File: config.mk
export PLATFORM = sky130hd
export DESIGN_NAME = ale_store
export DESIGN_NICKNAME = d
export VERILOG_FILES = /design/src/design/ale_pkg.sv /design/src/design/ale_store.sv
export SDC_FILE = /design/constraint.sdc
export NUM_CORES = 2
export LEC_CHECK = 0
export CAP_MARGIN = 20
export CELL_PAD_IN_SITES_DETAIL_PLACEMENT = 0
export CELL_PAD_IN_SITES_GLOBAL_PLACEMENT = 2
export CORE_ASPECT_RATIO = 2
export CORE_MARGIN = 8
export CORE_UTILIZATION = 53
export DETAILED_ROUTE_END_ITERATION = 10
export DONT_BUFFER_PORTS = 1
export GPL_TIMING_DRIVEN = 0
export HOLD_SLACK_MARGIN = 0.1
export PLACE_DENSITY_LB_ADDON = 0.1
export SLEW_MARGIN = 20
export SYNTH_ARGS = -nofsm -noshare
export SYNTH_HDL_FRONTEND = slang
export SYNTH_SLANG_ARGS = --single-unit
export TNS_END_PERCENT = 1
File: constraint.sdc
create_clock -name clk_i -period 3.92 [get_ports clk_i]
set_clock_uncertainty 0.1 [all_clocks]
set_input_delay 0.196 -clock clk_i [delete_from_list [all_inputs] [get_ports clk_i]]
set_output_delay 0.196 -clock clk_i [all_outputs]
set_load 0.02 [all_outputs]
File: src/design/ale_pkg.sv
// Package with commands, status codes and sizes of the list engine.
package ale_pkg;

  localparam int unsigned Capacity = 128;

  typedef enum logic [3:0] {
    OP_CLEAR   = 4'd0,
    OP_GET     = 4'd1,
    OP_LOCATE  = 4'd2,
    OP_PRIOR   = 4'd3,
    OP_NEXT    = 4'd4,
    OP_INSERT  = 4'd5,
    OP_DELETE  = 4'd6,
    OP_REVERSE = 4'd7,
    OP_ROTATE  = 4'd8
  } opcode_e;

  typedef enum logic [1:0] {
    ST_OK   = 2'd0,
    ST_BAD  = 2'd1,
    ST_FULL = 2'd2
  } status_e;

  typedef enum logic [3:0] {
    S_IDLE,
    S_READ,
    S_SRCH,
    S_SHIFT,
    S_FLIPA,
    S_FLIPB,
    S_FLIPC,
    S_FLIPD,
    S_DONE
  } state_e;

endpackage

File: src/design/ale_store.sv
// Element store: one synchronous memory, one write and one read port.
module ale_store #(
  parameter int unsigned Capacity = ale_pkg::Capacity,
  localparam int unsigned AddrW   = $clog2(Capacity)
) (
  input  logic              clk_i,
  input  logic              we_i,
  input  logic [AddrW-1:0]  waddr_i,
  input  logic [31:0]       wdata_i,
  input  logic [AddrW-1:0]  raddr_i,
  output logic [31:0]       rdata_o
);

  logic [31:0] mem_q [Capacity];

  always_ff @(posedge clk_i) begin
    if (we_i) begin
      mem_q[waddr_i] <= wdata_i;
    end
    rdata_o <= mem_q[raddr_i];
  end

endmodule

* Yosys cells after proc, flatten, opt, wreduce, memory -nomap -nowiden *
Memories as Yosys holds them, arrays and structs flattened. A register that Yosys moved wholly into a read port is not among the register bits.
Index checks and enable logic that the tools add are counted.

word-level totals
  bits in registers = 0
  bits in latches = 0
  RAM bits = 4,096
  memory bits (read-only) = 0
  input bits = 48
  output and inout bits = 32
  logic and storage cells = 3
  memories kept = 1

memories
  name   words  width  read ports  clocked after memory_dff  write ports  line             RTL
  mem_q  128    32     1           1                         1            ale_store.sv:14  logic [31:0] mem_q [Capacity];

operators by class
  $add $sub $neg = 0
  multiply operators = 0
  divide/modulo/power cells = 0
  magnitude comparators = 0
  equal/unequal tests = 0
  shift-type cells = 0
  mux-type cells = 2
  bitwise operators = 0
  reductions and logical operators = 0

operators by type and width
  operator  count
  $mux 1    2

* Depth between registers and ports, before layout *
  depth after elaboration = 2
  gate-level depth with buffers = 8
  gate-level depth less buffers = 4

* Worst setup path before layout *
OpenSTA, ideal clock, no wires.

  path kind = input -> register
  from = in we_i
  to = mem mem_q[98][0] (enable)
  setup time = 461 ps
  arrival time = 2,974 ps
  required time = 3,359 ps
  setup slack = 385 ps
  stages = 3
  buffers on the path = 1
  cell sequence = clkbuf_1 nand4_1 nor3_1

on the way
  longest elaborated chain between the ends = 2

RTL lines
  what                          line             RTL
  start: declaration            ale_store.sv:7   input logic we_i,
  $mux 1                        ale_store.sv:17  if (we_i) begin
  $mux 1 (implied by the code)  ale_store.sv:18  mem_q[waddr_i] <= wdata_i;
  end: declaration              ale_store.sv:14

No other way between the ends.

==> metrics.log <==
INFO  metric route.vias.total = 70,462
INFO  metric nNetsFinal = 6,689
INFO  metric m1_wire_length = 144,400 µm
INFO  metric crit_path_max_incr_delay = 830 ps
INFO  metric post_route_cells_drive_above_1_share = 34.63%
INFO  metric global_route.overflow_total = 0
INFO  metric rsz0062_at_grt = false
INFO  metric timing.critical_path.arrival = 4590 ps
INFO  metric synth_largest_area_cell = sky130_fd_sc_hd__edfxtp_1
INFO  metric dp_hpwl = 298,300 µm
INFO  metric worstPathMaxFanout = 11
INFO  metric power.clock.fraction = 39.6%
INFO  metric top_routing_layer_used = met5
INFO  metric clk_latency = 920 ps
INFO  metric main_combinational_cell_family_by_area_after_synthesis = multiplexers
INFO  metric setup_viol_count_final = 0
INFO  metric synth-xor-area-share = 0%
INFO  metric detailedRoute.firstIterationViolations = 8,303
INFO  metric power_frac_comb = 5.9%
INFO  metric die_footprint = 313,500 µm²
INFO  metric final_cell_count_no_fill = 10,934
INFO  metric place.port_buffers = 0
INFO  metric dr_wl_met2 = 236,500 µm
INFO  metric timing.setup.critical_path_class = in -> reg
INFO  metric cts_post_setup_buffers_inserted = 0
INFO  metric fin_crit_sh = 99.25%
INFO  metric placed_cells_incl_taps = 10,045
INFO  metric ys_seq_area_share = 79.12%
INFO  metric timing.final.max_slew_violations = 0
INFO  metric synth_compound_area_share = 0%
INFO  metric synthSimpleGateAreaFrac = 0.4460%
INFO  metric filler_cell_count = 20,216
INFO  metric area_delta_synth_final = 14.97%
INFO  metric gp_congestion = 0.9342
INFO  metric drt.antenna.violating_nets = 0
INFO  metric async_flop_share = 0%
INFO  metric syn_nets = 6,038
INFO  metric power.share.sequential = 54.5%
INFO  metric total_power = 89.60 mW
INFO  metric antenna_found_initial = 88
INFO  metric die-width = 400.0 µm
INFO  metric sw_power = 19.43 mW
INFO  metric cts_buf_count = 356
INFO  metric synthFlopType = sky130_fd_sc_hd__edfxtp_1
INFO  metric num_rows = 282
INFO  metric first_global_vias = 73,438
INFO  metric clk_transition_reported_paths = 60 ps
INFO  metric power.density = 498.7 nW/µm²
INFO  metric cp_cell_sequence = clkbuf_1 > buf_2 > clkbuf_2 > clkbuf_1 > mux4_2 > mux4_2 > mux4_2 > mux2_2
INFO  metric cts_max_path_buffers = 4
INFO  metric num_io_pins = 80
INFO  metric syn_area_per_cell = 26.09 µm²
INFO  metric routedWlPerCell = 40.92 µm
INFO  metric hold_viol_final = 0
INFO  metric p_int = 70.17 mW
INFO  metric vias_per_cell = 6.444
INFO  metric proportion_of_synthesized_area_in_mux_cells = 19.60%
INFO  metric cp_max_stage_cell = sky130_fd_sc_hd__clkbuf_1
INFO  metric crit_path_end_kind = flop
INFO  metric fp.dieH = 783.9 µm
INFO  metric floorplan.initialDensity = 53.11%
INFO  metric number_of_drc_violations_after_detailed_routing = 0
INFO  metric final_area = 179,700 µm²
INFO  metric synth.cell_area = 156,300 µm²
INFO  metric grtUsageTotal = 28.69%
INFO  metric setup.worst_path.start_class = input port
INFO  metric wl_met3 = 26,480 µm
INFO  metric maxCapViolCount = 0
INFO  metric cts-root-buf = sky130_fd_sc_hd__clkbuf_16
INFO  metric timing.hold.worst.class = in -> reg
INFO  metric synth.most_common_cell = sky130_fd_sc_hd__edfxtp_1
INFO  metric synth_top_cells_by_count = sky130_fd_sc_hd__edfxtp_1, sky130_fd_sc_hd__mux4_2, sky130_fd_sc_hd__clkbuf_1, sky130_fd_sc_hd__nor2_1, sky130_fd_sc_hd__buf_2
INFO  metric grt_first_pass_wirelength = 608,800 µm
INFO  metric synthAdderAreaFrac = 0%
INFO  metric htree_num_levels = 5
INFO  metric post_synth_num_cell_types = 17
INFO  metric ir_worst_vdd = 450.2 µV
INFO  metric yosysWarningCount = 0
INFO  metric crit_path_frequent_cell = sky130_fd_sc_hd__mux4_2
INFO  metric post_synth_inst_count = 5,990
INFO  metric worstPathRequired = 4620 ps
INFO  metric tritoncts = done
INFO  metric outcome = finished clean
INFO  metric slew-limit-headroom = 18.45%
INFO  metric synth-seq-cells = 4,128
INFO  metric synth_enable_flop_cells = 4,096
INFO  metric grt_start_max_net_pins = 129
INFO  metric post_synth_main_area_contributors = sky130_fd_sc_hd__edfxtp_1, sky130_fd_sc_hd__mux4_2, sky130_fd_sc_hd__clkbuf_1, sky130_fd_sc_hd__dfxtp_1, sky130_fd_sc_hd__nor2_1
INFO  metric finalCriticalPeriod = 3891 ps
INFO  metric fmax = 0.2570 GHz
INFO  metric netSwitchingFraction = 21.69%
INFO  metric fraction_of_post_synthesis_cell_area_in_the_top_cell_type_by_area = 78.71%
INFO  metric p_leak = 54.81 nW
INFO  metric floorplan.core_area = 294,300 µm²
INFO  metric drt_pass1_iterations = 5
INFO  metric placed_area = 166,500 µm²
INFO  metric cts_sinks = 4,128
INFO  metric worst-slew-pin-transition = 1220 ps
INFO  metric postRouteWirelength = 447,500 µm
## state kept, by name, summed over array words and instances (netlist names)
register,cells
mem_q,4096
rdata_o,32
## kinds of logic after synthesis
kind of cell / Yosys count
AND/OR/NAND/NOR: 170
flip-flops: 4128
buffers and inverters: 316
multiplexers: 1376
## through the flow
stage	utilization [%]	setup slack (ps)	hold slack, ps	TNS, ps
floorplan	-	385.3	194.9	0
global placement	54.74	-3600	206.9	-6755180
detailed placement	56.59	-879.6	204.4	-25320
CTS	60.89	105.0	111.7	0
global route	61.04	108.2	138.2	0
finish	61.06	29.30	172.2	0
## path summary, 6_finish.rpt
check                       from              to  slack (ps)  cells past startpoint
setup reg to reg  mem_q[103][20]     rdata_o[20]        1080                      4
setup / recovery      raddr_i[2]      rdata_o[5]          30                      8
hold / removal        waddr_i[5]  mem_q[102][30]         170                      2
hold reg to reg     mem_q[14][9]      rdata_o[9]        1130                      4
## power groups by stage
stage	combinational [mW]	sequential (mW)	clock [mW]
global placement	4.24	49.8	0
CTS	5.32	48.9	35.9
floorplan	2.35	49.8	0
global route	5.40	48.9	37.4
finish	5.29	48.9	35.4
detailed placement	4.39	49.8	0
## cell type report
class	count	area (µm²)	area share, %
Multi-Input combinational cell	1546	32260	17.96
Sequential cell	4128	123600	68.81
Buffer	316	1385	0.7709
Clock inverter	202	1901	1.058
Antenna cell	181	452.9	0.2521
Tap cell	3834	4797	2.670
Timing Repair Buffer	293	5737	3.193
Clock buffer	434	9499	5.287
## cell usage in the layout (no fill, tap or decap), types with 6 or more instances in the layout
master                          synthesis  routed
sky130_fd_sc_hd__clkinv_1               0      74
sky130_fd_sc_hd__buf_16                 0     109
sky130_fd_sc_hd__clkbuf_1             182     204
sky130_fd_sc_hd__inv_6                  0       6
sky130_fd_sc_hd__mux2_2                32      32
sky130_fd_sc_hd__mux4_2              1344    1344
sky130_fd_sc_hd__bufinv_16              0      35
sky130_fd_sc_hd__nor2_4                 0     119
sky130_fd_sc_hd__buf_6                  2      15
sky130_fd_sc_hd__nand3_1               12      12
sky130_fd_sc_hd__buf_12                 0      95
sky130_fd_sc_hd__clkinvlp_4             0      11
sky130_fd_sc_hd__diode_2                0     181
sky130_fd_sc_hd__clkbuf_2               0      44
sky130_fd_sc_hd__buf_2                 79      88
sky130_fd_sc_hd__edfxtp_1            4096    4096
sky130_fd_sc_hd__buf_4                  3      39
sky130_fd_sc_hd__buf_1                 50      37
sky130_fd_sc_hd__nor3_2                 0       9
sky130_fd_sc_hd__clkinv_2               0      67
sky130_fd_sc_hd__dfxtp_1               32      32
sky130_fd_sc_hd__clkbuf_16              0     370
sky130_fd_sc_hd__dlygate4sd3_1          0      38
sky130_fd_sc_hd__clkinv_4               0       6
sky130_fd_sc_hd__nand2_1               14      14
sky130_fd_sc_hd__nor2b_1                7       7
## timing repair
action                    in CTS  in global routing
hold endpoints to repair    4194                  0
gates resized for setup        0                  0
hold buffers                  70                  0
## critical path: cells and delay by family
family | cells | cell delay, ps
mux | 4 | 2020
buf+inv | 4 | 2320
## metal layers
layer / vias to the layer above / global-route usage, %
li1: 27869 / -
met1: 38975 / 32.23
met2: 2851 / 49.45
met3: 751 / 4.240
met4: 16 / 21.68
met5: - / 0
(Power assumes the default switching activity.)
